`src/rtl/csvft_pkg.sv`:
```
`timescale 1ns / 1ps

package csvft_pkg;

    localparam int CH_W    = 8;
    localparam int FIDX_W  = 11;
    localparam int OFS_W   = 16;
    localparam int CFGI_W  = 2;
    localparam int CFGD_W  = 64;

    // parse phases within one line
    typedef enum logic [2:0] {
        PH_START  = 3'd0,
        PH_PLAIN  = 3'd1,
        PH_QUOTED = 3'd2,
        PH_QSEEN  = 3'd3,
        PH_ERROR  = 3'd4
    } t_phase;

    typedef enum logic [1:0] {
        KIND_FIELD = 2'd0,
        KIND_OK    = 2'd1,
        KIND_ERROR = 2'd2
    } t_kind;

    typedef enum logic [1:0] {
        ERR_NONE     = 2'd0,
        ERR_QUOTE    = 2'd1,
        ERR_MISSING  = 2'd2,
        ERR_OVERFLOW = 2'd3
    } t_err;

    typedef enum logic [CFGI_W-1:0] {
        CFG_SEPARATOR  = 2'd0,
        CFG_QUOTE      = 2'd1,
        CFG_SELECT_ALL = 2'd2,
        CFG_MASK       = 2'd3
    } t_cfg_idx;

    typedef struct packed {
        logic [CH_W-1:0] ch;
        logic            line_end;
    } t_in_word;

    typedef struct packed {
        t_kind             kind;
        logic [FIDX_W-1:0] field_index;
        logic [OFS_W-1:0]  start_offset;
        logic [OFS_W-1:0]  length;
        t_err              error_code;
        logic              last;
    } t_out_word;

    // up to two records per byte; second valid implies first valid
    typedef struct packed {
        logic      v0;
        t_out_word w0;
        logic      v1;
        t_out_word w1;
    } t_res_pair;

    typedef struct packed {
        logic [CH_W-1:0] separator_char;
        logic [CH_W-1:0] quote_char;
        logic            select_all;
    } t_cfg;

endpackage

```
`src/rtl/csv_field_tokenizer.sv`:
```
`timescale 1ns / 1ps

// csv_field_tokenizer: streaming CSV tokenizer taking one byte of a line per
// input word and returning field records (index, start offset after any opening
// quote, raw length) followed by one summary record per line (ok, bad quote,
// missing field or overflow). A byte is parsed in the cycle it is accepted, so
// one word can be taken every clock while the queue has room. Records drain at one
// per cycle, while the receiver is ready, from a four-entry output queue; input stalls
// only when fewer than two queue slots are free, so that a byte that closes a field at
// line end can always place both its records. Configuration writes take effect on
// the next cycle and should be issued only between lines while no records are pending.

module csv_field_tokenizer #(
    parameter int MAX_LINE_BYTES = 65536,
    parameter int MASK_COLUMNS   = 64,
    parameter int MAX_FIELDS     = 1024
) (
    input  logic                                 i_clk,
    input  logic                                 i_rst_n,
    // byte stream
    input  logic                                 i_in_valid,
    output logic                                 o_in_ready,
    input  csvft_pkg::t_in_word                  i_in_word,
    // record stream
    output logic                                 o_out_valid,
    input  logic                                 i_out_ready,
    output csvft_pkg::t_out_word                 o_out_word,
    // register writes
    input  logic                                 i_cfg_valid,
    output logic                                 o_cfg_ready,
    input  logic [csvft_pkg::CFGI_W-1:0]         i_cfg_index,
    input  logic [csvft_pkg::CFGD_W-1:0]         i_cfg_data
);
    import csvft_pkg::*;

    t_cfg                     r_cfg;
    logic [MASK_COLUMNS-1:0]  r_column_mask;
    t_res_pair                res;
    logic                     room;
    logic                     take;

    // register writes never stall
    assign o_cfg_ready = 1'b1;

    always_ff @(posedge i_clk) begin
        if (!i_rst_n) begin
            r_cfg.separator_char <= 8'd44;
            r_cfg.quote_char     <= 8'd34;
            r_cfg.select_all     <= 1'b1;
            r_column_mask        <= '1;
        end else if (i_cfg_valid) begin
            unique case (t_cfg_idx'(i_cfg_index))
                CFG_SEPARATOR:  r_cfg.separator_char <= i_cfg_data[CH_W-1:0];
                CFG_QUOTE:      r_cfg.quote_char     <= i_cfg_data[CH_W-1:0];
                CFG_SELECT_ALL: r_cfg.select_all     <= i_cfg_data[0];
                CFG_MASK:       r_column_mask        <= i_cfg_data[MASK_COLUMNS-1:0];
                default: ;
            endcase
        end
    end

    // input word accepted when the queue can hold a full pair of records
    assign o_in_ready = room;
    assign take       = i_in_valid && room;

    csvft_parse #(
        .MAX_LINE_BYTES (MAX_LINE_BYTES),
        .MASK_COLUMNS   (MASK_COLUMNS),
        .MAX_FIELDS     (MAX_FIELDS)
    ) u_parse (
        .i_clk   (i_clk),
        .i_rst_n (i_rst_n),
        .i_take  (take),
        .i_word  (i_in_word),
        .i_cfg   (r_cfg),
        .i_mask  (r_column_mask),
        .o_res   (res)
    );

    // result queue doubles as the output register
    csvft_outq u_outq (
        .i_clk   (i_clk),
        .i_rst_n (i_rst_n),
        .i_res   (res),
        .o_room  (room),
        .o_valid (o_out_valid),
        .i_ready (i_out_ready),
        .o_word  (o_out_word)
    );

endmodule

```
`src/rtl/csvft_parse.sv`:
```
`timescale 1ns / 1ps

module csvft_parse #(
    parameter int MAX_LINE_BYTES = 65536,
    parameter int MASK_COLUMNS   = 64,
    parameter int MAX_FIELDS     = 1024
) (
    input  logic                      i_clk,
    input  logic                      i_rst_n,
    input  logic                      i_take,
    input  csvft_pkg::t_in_word       i_word,
    input  csvft_pkg::t_cfg           i_cfg,
    input  logic [MASK_COLUMNS-1:0]   i_mask,
    output csvft_pkg::t_res_pair      o_res
);
    import csvft_pkg::*;

    localparam int OW = $clog2(MAX_LINE_BYTES + 1);
    localparam int FW = $clog2(MAX_FIELDS + 1);
    localparam int CW = $clog2(MASK_COLUMNS);

    t_phase            r_phase, n_phase;
    logic [OW-1:0]     r_byte_offset, n_byte_offset;
    logic [FW-1:0]     r_field_count, n_field_count;
    logic [OFS_W-1:0]  r_field_start, n_field_start;
    t_err              r_pending_error, n_pending_error;
    logic [FW-1:0]     r_error_field, n_error_field;

    logic              is_end;
    logic              act_cur;
    logic              act_next;
    logic              do_fin;
    logic [OW-1:0]     fin_end;
    logic              raise_q;
    logic              raise_ovf;
    logic              fc_full;
    t_out_word         rec_field;
    logic              rec_field_v;
    t_out_word         rec_final;

    // some selected column at or beyond fc remains
    function automatic logic active(input logic [FW-1:0] fc, input logic sel_all,
                                    input logic [MASK_COLUMNS-1:0] mask);
        logic [MASK_COLUMNS-1:0] ge;
        logic [CW-1:0]           idx;
        idx = fc[CW-1:0];
        for (int i = 0; i < MASK_COLUMNS; i++) begin
            ge[i] = (i >= int'(idx));
        end
        return sel_all || ((fc < FW'(MASK_COLUMNS)) && (|(mask & ge)));
    endfunction

    function automatic logic selected(input logic [FW-1:0] fc, input logic sel_all,
                                      input logic [MASK_COLUMNS-1:0] mask);
        logic [CW-1:0] idx;
        idx = fc[CW-1:0];
        return sel_all || ((fc < FW'(MASK_COLUMNS)) && mask[idx]);
    endfunction

    assign is_end   = i_word.line_end || (i_word.ch == '0);
    assign act_cur  = active(r_field_count, i_cfg.select_all, i_mask);
    assign fc_full  = (r_field_count >= FW'(MAX_FIELDS));

    always_comb begin
        n_phase         = r_phase;
        n_byte_offset   = r_byte_offset;
        n_field_count   = r_field_count;
        n_field_start   = r_field_start;
        n_pending_error = r_pending_error;
        n_error_field   = r_error_field;
        do_fin          = 1'b0;
        fin_end         = r_byte_offset;
        raise_q         = 1'b0;
        raise_ovf       = 1'b0;
        rec_field_v     = 1'b0;
        rec_field       = '0;

        if (i_take && (r_phase != PH_ERROR) && act_cur) begin
            if (!is_end) begin
                if (r_byte_offset >= OW'(MAX_LINE_BYTES)) begin
                    raise_ovf = 1'b1;
                end else begin
                    n_byte_offset = r_byte_offset + 1'b1;
                    unique case (r_phase)
                        PH_START: begin
                            if (i_word.ch == i_cfg.quote_char) begin
                                n_field_start = OFS_W'(r_byte_offset) + 1'b1;
                                n_phase       = PH_QUOTED;
                            end else if (i_word.ch == i_cfg.separator_char) begin
                                n_field_start = OFS_W'(r_byte_offset);
                                do_fin        = 1'b1;
                            end else begin
                                n_field_start = OFS_W'(r_byte_offset);
                                n_phase       = PH_PLAIN;
                            end
                        end
                        PH_PLAIN: begin
                            if (i_word.ch == i_cfg.separator_char) do_fin = 1'b1;
                        end
                        PH_QUOTED: begin
                            if (i_word.ch == i_cfg.quote_char) n_phase = PH_QSEEN;
                        end
                        PH_QSEEN: begin
                            if (i_word.ch == i_cfg.quote_char) begin
                                n_phase = PH_QUOTED;
                            end else if (i_word.ch == i_cfg.separator_char) begin
                                do_fin  = 1'b1;
                                fin_end = r_byte_offset - 1'b1;
                            end else begin
                                raise_q = 1'b1;
                            end
                        end
                        default: ;
                    endcase
                end
            end else begin
                unique case (r_phase)
                    PH_PLAIN:  do_fin = 1'b1;
                    PH_QSEEN: begin
                        do_fin  = 1'b1;
                        fin_end = r_byte_offset - 1'b1;
                    end
                    PH_QUOTED: raise_q = 1'b1;
                    default: ;
                endcase
            end
        end

        // close the current field
        if (do_fin) begin
            if (fc_full) begin
                raise_ovf = 1'b1;
            end else begin
                if (selected(r_field_count, i_cfg.select_all, i_mask)) begin
                    rec_field_v              = 1'b1;
                    rec_field.kind           = KIND_FIELD;
                    rec_field.field_index    = FIDX_W'(r_field_count);
                    rec_field.start_offset   = n_field_start;
                    rec_field.length         = OFS_W'(fin_end) - n_field_start;
                    rec_field.error_code     = ERR_NONE;
                    rec_field.last           = 1'b0;
                end
                n_field_count = r_field_count + 1'b1;
                n_phase       = PH_START;
            end
        end

        if (raise_q || raise_ovf) begin
            n_pending_error = raise_q ? ERR_QUOTE : ERR_OVERFLOW;
            n_error_field   = r_field_count;
            n_phase         = PH_ERROR;
        end
    end

    assign act_next = active(n_field_count, i_cfg.select_all, i_mask);

    // line summary record
    always_comb begin
        rec_final.start_offset = '0;
        rec_final.length       = OFS_W'(r_byte_offset);
        rec_final.last         = 1'b1;
        if (n_pending_error != ERR_NONE) begin
            rec_final.kind        = KIND_ERROR;
            rec_final.field_index = FIDX_W'(n_error_field);
            rec_final.error_code  = n_pending_error;
        end else if (!i_cfg.select_all && act_next) begin
            rec_final.kind        = KIND_ERROR;
            rec_final.field_index = FIDX_W'(n_field_count);
            rec_final.error_code  = ERR_MISSING;
        end else begin
            rec_final.kind        = KIND_OK;
            rec_final.field_index = FIDX_W'(n_field_count);
            rec_final.error_code  = ERR_NONE;
        end
    end

    always_comb begin
        o_res = '0;
        if (rec_field_v) begin
            o_res.v0 = 1'b1;
            o_res.w0 = rec_field;
            if (i_take && is_end) begin
                o_res.v1 = 1'b1;
                o_res.w1 = rec_final;
            end
        end else if (i_take && is_end) begin
            o_res.v0 = 1'b1;
            o_res.w0 = rec_final;
        end
    end

    always_ff @(posedge i_clk) begin
        if (!i_rst_n) begin
            r_phase         <= PH_START;
            r_byte_offset   <= '0;
            r_field_count   <= '0;
            r_field_start   <= '0;
            r_pending_error <= ERR_NONE;
            r_error_field   <= '0;
        end else if (i_take && is_end) begin
            r_phase         <= PH_START;
            r_byte_offset   <= '0;
            r_field_count   <= '0;
            r_field_start   <= '0;
            r_pending_error <= ERR_NONE;
            r_error_field   <= '0;
        end else if (i_take) begin
            r_phase         <= n_phase;
            r_byte_offset   <= n_byte_offset;
            r_field_count   <= n_field_count;
            r_field_start   <= n_field_start;
            r_pending_error <= n_pending_error;
            r_error_field   <= n_error_field;
        end
    end

endmodule

```
`src/rtl/csvft_outq.sv`:
```
`timescale 1ns / 1ps

module csvft_outq (
    input  logic                  i_clk,
    input  logic                  i_rst_n,
    input  csvft_pkg::t_res_pair  i_res,
    output logic                  o_room,
    output logic                  o_valid,
    input  logic                  i_ready,
    output csvft_pkg::t_out_word  o_word
);
    import csvft_pkg::*;

    localparam int DEPTH = 4;
    localparam int PW    = $clog2(DEPTH);

    t_out_word          r_mem [DEPTH];
    logic [PW-1:0]      r_wr_ptr, n_wr_ptr;
    logic [PW-1:0]      r_rd_ptr, n_rd_ptr;
    logic [PW:0]        r_count, n_count;
    logic               pop;
    logic [PW-1:0]      wr_ptr1;

    assign pop     = o_valid && i_ready;
    assign wr_ptr1 = r_wr_ptr + 1'b1;
    assign o_valid = (r_count != '0);
    assign o_word  = r_mem[r_rd_ptr];
    // room for the two records one byte can cause
    assign o_room  = (r_count <= (PW+1)'(DEPTH - 2));

    always_comb begin
        n_wr_ptr = r_wr_ptr + (PW)'(i_res.v0) + (PW)'(i_res.v1);
        n_rd_ptr = r_rd_ptr + (PW)'(pop);
        n_count  = r_count + (PW+1)'(i_res.v0) + (PW+1)'(i_res.v1) - (PW+1)'(pop);
    end

    always_ff @(posedge i_clk) begin
        if (i_res.v0) r_mem[r_wr_ptr] <= i_res.w0;
        if (i_res.v1) r_mem[wr_ptr1]  <= i_res.w1;
    end

    always_ff @(posedge i_clk) begin
        if (!i_rst_n) begin
            r_wr_ptr <= '0;
            r_rd_ptr <= '0;
            r_count  <= '0;
        end else begin
            r_wr_ptr <= n_wr_ptr;
            r_rd_ptr <= n_rd_ptr;
            r_count  <= n_count;
        end
    end

endmodule
```
`config.mk`:
```
export PLATFORM = sky130hd
export DESIGN_NAME = csv_field_tokenizer
export DESIGN_NICKNAME = d
export VERILOG_FILES = /design/src/rtl/csvft_pkg.sv /design/src/rtl/csv_field_tokenizer.sv /design/src/rtl/csvft_parse.sv /design/src/rtl/csvft_outq.sv
export SDC_FILE = /design/constraint.sdc
export NUM_CORES = 1
export LEC_CHECK = 0
export BUFFER_PORTS_ARGS = -buffer_cell sky130_fd_sc_hd__buf_2
export CAP_MARGIN = 20
export CORE_ASPECT_RATIO = 0.8
export CORE_MARGIN = 3
export CORE_UTILIZATION = 59
export DETAILED_ROUTE_END_ITERATION = 6
export MAX_ROUTING_LAYER = met4
export PLACE_DENSITY = 0.78
export SYNTH_ARGS = -nofsm -noshare
export SYNTH_HDL_FRONTEND = slang
export SYNTH_HIERARCHICAL = 1
export SYNTH_SLANG_ARGS = --single-unit
```
`constraint.sdc`:
```
create_clock -name i_clk -period 10.2 [get_ports i_clk]
set_clock_uncertainty 0.2 [all_clocks]
set_input_delay 2.04 -clock i_clk [delete_from_list [all_inputs] [get_ports i_clk]]
set_output_delay 2.04 -clock i_clk [all_outputs]
set_load 0.02 [all_outputs]
```
# Word level (Yosys, flattened, before mapping)
# Memories as Yosys holds them, arrays and structs flattened. A register that Yosys moved wholly into a read port is not among the register bits.
# Cells that the tools add are included.
[word_totals]
register_bits = 148
ramBits = 192
output_inout_bits = 51
elab_cells = 269
n_memories = 1
[op_classes]
n_addsub = 12
n_lt_le_gt_ge = 132
eq_ne = 9
muxes = 67
n_bitwise = 5
reduce_logical = 30
[memory_table]
columns = ["memory", "words", "word_bits", "rd", "rd_ports_with_merged_regs", "wr", "line_no", "rtl"]
rows = [
  ["u_outq.r_mem", 4, 48, 1, 1, 2, "csvft_outq.sv:17", "t_out_word r_mem [DEPTH];"],
]
[op_table]
columns = ["operator", "count"]
rows = [
  ["6-bit greater-or-equal comparator, first input constant", 62],
  ["5-bit by 6-bit greater-or-equal comparator with 1-bit output, first input constant", 32],
  ["16-bit 2-to-1 mux", 12],
  ["49-bit 2-to-1 mux", 3],
  ["64-bit AND", 2],
  ["64-bit OR reduction", 2],
  ["4-bit by 6-bit greater-or-equal comparator with 1-bit output, first input constant", 16],
  ["48-bit 2-to-1 mux", 2],
  ["3-bit by 6-bit greater-or-equal comparator with 1-bit output, first input constant", 8],
  ["46-bit 2-to-1 mux", 1],
  ["11-bit 2-to-1 mux", 3],
  ["3-bit 2-to-1 mux", 10],
  ["1-bit 2-to-1 mux", 26],
  ["13-bit 2-to-1 mux", 2],
  ["1-bit by 6-bit greater-or-equal comparator with 1-bit output, first input constant", 4],
  ["2-bit by 6-bit greater-or-equal comparator with 1-bit output, first input constant", 4],
  ["11-bit by 7-bit < comparator with 1-bit output, second input constant", 2],
  ["17-bit by 1-bit adder with 17-bit output, second input constant", 1],
  ["17-bit greater-or-equal comparator, second input constant", 1],
  ["16-bit by 1-bit adder with 16-bit output, second input constant", 1],
  ["8-bit == test", 2],
  ["16-bit by 1-bit subtractor with 16-bit output, second input constant", 1],
  ["16-bit subtractor", 1],
  ["11-bit by 1-bit adder with 11-bit output, second input constant", 1],
  ["28 further kinds", 56],
]

# Logic depth before layout (Yosys ltp)
[depth]
depth_word = 21
mapped_depth = 34
mapped_depth_nobuf = 30

# Modules after synthesis
# Netlist, hierarchy kept.
[modules_own_cells]
columns = ["mod", "instances", "cells_each", "area_per_inst_um2", "seq_area_each_um2"]
rows = [
  ["csvft_outq", 1, 505, 9615.5, 5905.7],
  ["csvft_parse", 1, 1061, 7454.6, 1201.2],
  ["csv_field_tokenizer", 1, 363, 3284.4, 1621.6],
]

# Worst setup path before layout
# OpenSTA, ideal clock, no wires.
[synth_path]
kind = "in2reg"
start = "input i_in_word[2] (netlist name)"
end = "memory u_outq/r_mem[0][0] (netlist name) (enable)"
arrival_ns = 8.072
t_required_ns = 9.475
setup_slack_ns = 1.403
stages = 13
n_path_buf = 3
path_cell_list = "xor2_1 -> nor4_1 -> nand2_1 -> o21bai_1 -> a221o_1 -> or2_1 -> buf_2 -> or3_1 -> clkbuf_1 -> clkbuf_1 -> nand2_1 -> inv_1 -> o31ai_1"
[synth_lines]
columns = ["element", "line_no", "rtl"]
rows = [
  ["start: declaration", "csv_field_tokenizer.sv:23", "input csvft_pkg::t_in_word i_in_word,"],
  ["end: declaration", "csvft_outq.sv:17", ""],
]

==> impl_metrics.toml <==
[outcome]
status = "finished, final reports clean"

[pwr]
pwr-share-seq_pct = 43.1
peakVddDrop_uv = 166
power_frac_clock_pct = 36.0
comb_power_share_pct = 20.9
intPower_mw = 2.60
switchingPower_mw = 1.11
power_density_nw_per_um2 = 166
leakagePower_nw = 8.66
power.share.switching_pct = 30.0

[worst_setup_path]
critPathMostFrequentCell = "o21ai_0"
cp_max_fo = 32
crit-reg2reg-launch = "u_parse/r_field_count[4]$_SDFFE_PP0P_"
startpoint = "u_parse/r_field_count[4]$_SDFFE_PP0P_"
r2r_cells = 30
crit_required_ps = 10400
critPathLaunchType = "flop"
reg2reg_slack_ps = 1870
critPathBufInv = 4
critical_path_arrival_ps = 8530
path_class = "flop to flop"
crit_path_max_incr_delay_ps = 870
cp-end-kind = "flop"
cp_slowest_cell = "dfxtp_1"
rr_endpoint = "u_outq/r_mem[1][17]$_DFFE_PP_"
critPathTopFamily = "compound AO/OA/AOI/OAI gates"

[layout]
syn2layout_area_growth_pct = 9.79
nets = 2083
n_antenna_cell = 0
final_layout_size_suffix_gt1_share_pct = 23.9
fin_cells = 2436
design_area_sq_um = 22300

[synth]
async_reset_ff_share_pct = 0
ys_warn_count = 6
netlist_instances = 1929
yosysUniqueCellTypes = 89
syn_area_sq_um = 20400
avgSynthCellArea_sq_um = 10.6
synth_seq_cells = 340
ys.flop_type = "edfxtp_1"
synth_edf_count = 192
yosysSeqAreaShare_pct = 42.9

[routing]
avgRoutedWirePerCell_um = 27.8
dr.pass1.iters = 6
dr.first_iter.drc_count = 2435
avgViaCountPerCell = 6.82
num_vias = 16600
drt.antenna.violating_nets = 0
drc = 0
totalWireLength_mm = 67.8

[floorplanning]
fp.dieW_um = 214
rows = 60
start_util_pct = 60.3
io_pins = 131
fp.dieH_um = 172
core_area_sq_um = 33800
die-area_sq_um = 36800

[clock_tree]
cts_setup_buffers = 0
root_buffer = "clkbuf_16"
clock-sinks = 340
clk_pin_slew_ps = 60
cts-resized-gates = 0
cts_max_level = 2
clock_latency_ps = 540
cts_buffer_depth = 3
cts_buffers = 36
ctsHoldBuffers = 0
cts_tree = "built"

[grt]
grt_pass1_wl_mm = 100
busiest_layer = "met1"
grt_util_all_layers_pct = 37.4
use_met2_pct = 50.9
grt_pass1_vias = 15400
grt_use_met1_pct = 56.3
overflow = 0
grt.met3_usage_pct = 10.2
antenna_found_initial = 2
grt_start_max_net_pins = 84

[timing]
clock.fmax_mhz = 120
setup_ws_ps = 1870
setup_viol_count_final = 0
fin_tns_setup_ps = 0
post-route-period-util_pct = 81.7
slew_headroom_pct = 21.8
hold_viol = 0
fin_crit_ps = 8330
rsz0062_at_grt = "false"
report.final.slew_viol_count = 0
tightest_slew_ps = 1170

[placed_design]
dp.cells = 2369
io_buffers = 129
globalplace.congestion = 1.06
dp_hpwl_mm = 46.3
post-place-ws_ps = 2240
place_area_sq_um = 21100

[job]
maxCapViolations = 0

[min_path]
holdPathStages = 2
hold_path_class = "flop to flop"
holdCritStartpoint = "r_cfg[5]$_SDFFE_PN0P_"
holdPathEnd = "r_cfg[5]$_SDFFE_PN0P_"
==> Yosys cell counts (17+ instances only) <==
| cell type | n | share of area, % |
|---|---|---|
| edfxtp_1 | 192 | 28 |
| mux2_2 | 152 | 8.4 |
| nor2_1 | 152 | 2.8 |
| dfxtp_1 | 148 | 15 |
| nand2_1 | 119 | 2.2 |
| inv_1 | 95 | 1.8 |
| clkbuf_1 | 88 | 1.6 |
| nand4_1 | 73 | 2.2 |
| mux4_2 | 67 | 7.4 |
| a21oi_1 | 66 | 1.6 |
| o211ai_1 | 66 | 2.4 |
| xor2_1 | 59 | 2.5 |
| o21ai_0 | 57 | 1.4 |
| mux2_1 | 43 | 2.4 |
| nand3_1 | 39 | 0.96 |
| mux2i_1 | 38 | 1.9 |
| buf_2 | 37 | 0.91 |
| and2_1 | 31 | 0.95 |
| nor3_1 | 30 | 0.74 |
| and3_1 | 28 | 0.86 |
| nor2b_1 | 27 | 0.83 |
| buf_4 | 24 | 0.89 |
| ha_1 | 24 | 1.5 |
| o31ai_1 | 19 | 0.70 |
| xnor2_1 | 19 | 0.82 |
| buf_1 | 18 | 0.33 |
| nor4_1 | 17 | 0.52 |
==> registers in the layout (all words and copies together) (netlist names), 3 cells and up <==
name	cells
r_cfg	17
u_parse/r_field_start	16
u_parse/r_field_count	11
u_parse/r_error_field	11
u_outq/r_count	3
u_outq/r_mem	192
u_parse/r_byte_offset	17
u_parse/r_phase	3
r_column_mask	64
==> cell type report <==
type / count / area (sq um)
fillers: 2505 / 11400
repair buffers: 166 / 963
clock buffers: 49 / 1000
inverters: 97 / 364
flip-flops and latches: 340 / 8730
well taps: 434 / 543
multi-input cells: 1334 / 10600
clock inverters: 16 / 188
==> worst max path at each step <==
stage / end / slack, ps / cells after the start
6_report: u_outq/r_mem[1][17]$_DFFE_PP_ / 1870 / 30
5_1_grt: u_outq/r_mem[1][17]$_DFFE_PP_ / 1350 / 32
4_1_cts: u_outq/r_mem[1][17]$_DFFE_PP_ / 2180 / 32
3_5_place_dp: u_outq/r_mem[1][17]$_DFFE_PP_ / 2240 / 32
3_3_place_gp: u_outq/r_mem[0][17]$_DFFE_PP_ / 2150 / 30
2_1_floorplan: u_outq/r_mem[0][0]$_DFFE_PP_ / 1400 / 13
==> routing by layer <==
| metal | wire (um) | vias to the layer above |
|---|---|---|
| li1 | - | 7263 |
| met1 | 30100 | 8266 |
| met2 | 28600 | 1013 |
| met3 | 8220 | 82 |
| met4 | 881 | 0 |
| met5 | 0 | - |
==> worst register-to-register path: cells and delay by family (launching register included) <==
kind            cells  cell delay [ps]
simple gates        6              720
fa+ha+maj           2              650
mux                 1              250
compound gates     17             4330
flops               1              870
buf+inv             4             1170
==> placed cells by master (no fill, tap or decap), types with 6 or more instances in the layout <==
| master | Yosys | layout |
|---|---|---|
| mux2_2 | 152 | 152 |
| dfxtp_1 | 148 | 145 |
| a2111oi_0 | 8 | 8 |
| edfxtp_1 | 192 | 192 |
| nor4_1 | 17 | 17 |
| nor2_1 | 152 | 150 |
| o31ai_1 | 19 | 18 |
| nand3_1 | 39 | 38 |
| or3_1 | 8 | 7 |
| mux4_2 | 67 | 67 |
| nor3_1 | 30 | 30 |
| mux2i_1 | 38 | 38 |
| clkbuf_1 | 88 | 7 |
| o22ai_1 | 6 | 6 |
| a211oi_1 | 10 | 10 |
| conb_1 | 2 | 17 |
| nor2b_1 | 27 | 26 |
| a21o_1 | 8 | 8 |
| a21oi_1 | 66 | 66 |
| o21a_1 | 11 | 11 |
| a211o_1 | 6 | 6 |
| and3_1 | 28 | 27 |
| ha_1 | 24 | 24 |
| nand4_1 | 73 | 73 |
| buf_4 | 24 | 34 |
| or4_1 | 8 | 8 |
| and2_1 | 31 | 31 |
| a31oi_1 | 14 | 13 |
| clkbuf_16 | 0 | 36 |
| xor2_1 | 59 | 59 |
| mux2_1 | 43 | 43 |
| nand2_1 | 119 | 118 |
| nand3b_1 | 7 | 7 |
| inv_1 | 95 | 95 |
| buf_2 | 37 | 129 |
| xnor2_1 | 19 | 19 |
| o21ai_0 | 57 | 56 |
| a22oi_1 | 6 | 6 |
| o211ai_1 | 66 | 66 |
==> metrics by stage <==
stage	utilization [%]	power, mW	hold WS (ps)
floorplan	-	2.12	246
global placement	62.4	2.36	261
detailed placement	62.5	2.37	264
CTS	66.0	3.70	274
global route	66.1	3.83	308
finish	66.1	3.71	274
==> kinds of logic after synthesis <==
group | after synthesis | synth area share [%]
multiplexers | 301 | 20.1
other | 2 | 0.0369
flip-flops | 340 | 42.9
adder cells (fa/ha/maj) | 29 | 1.92
AO/OA/AOI/OAI | 339 | 11.6
AND/OR/NAND/NOR | 570 | 14.2
buffers and inverters | 270 | 5.87
XOR/XNOR | 78 | 3.36
==> power groups by stage <==
stage / clock (mW) / sequential [mW] / combinational (mW)
3_5_place_dp: 0 / 1.67 / 0.706
6_report: 1.34 / 1.60 / 0.774
5_1_grt: 1.40 / 1.60 / 0.825
2_1_floorplan: 0 / 1.58 / 0.542
3_3_place_gp: 0 / 1.67 / 0.696
4_1_cts: 1.35 / 1.64 / 0.711
Power figures use the tool's default switching activity.
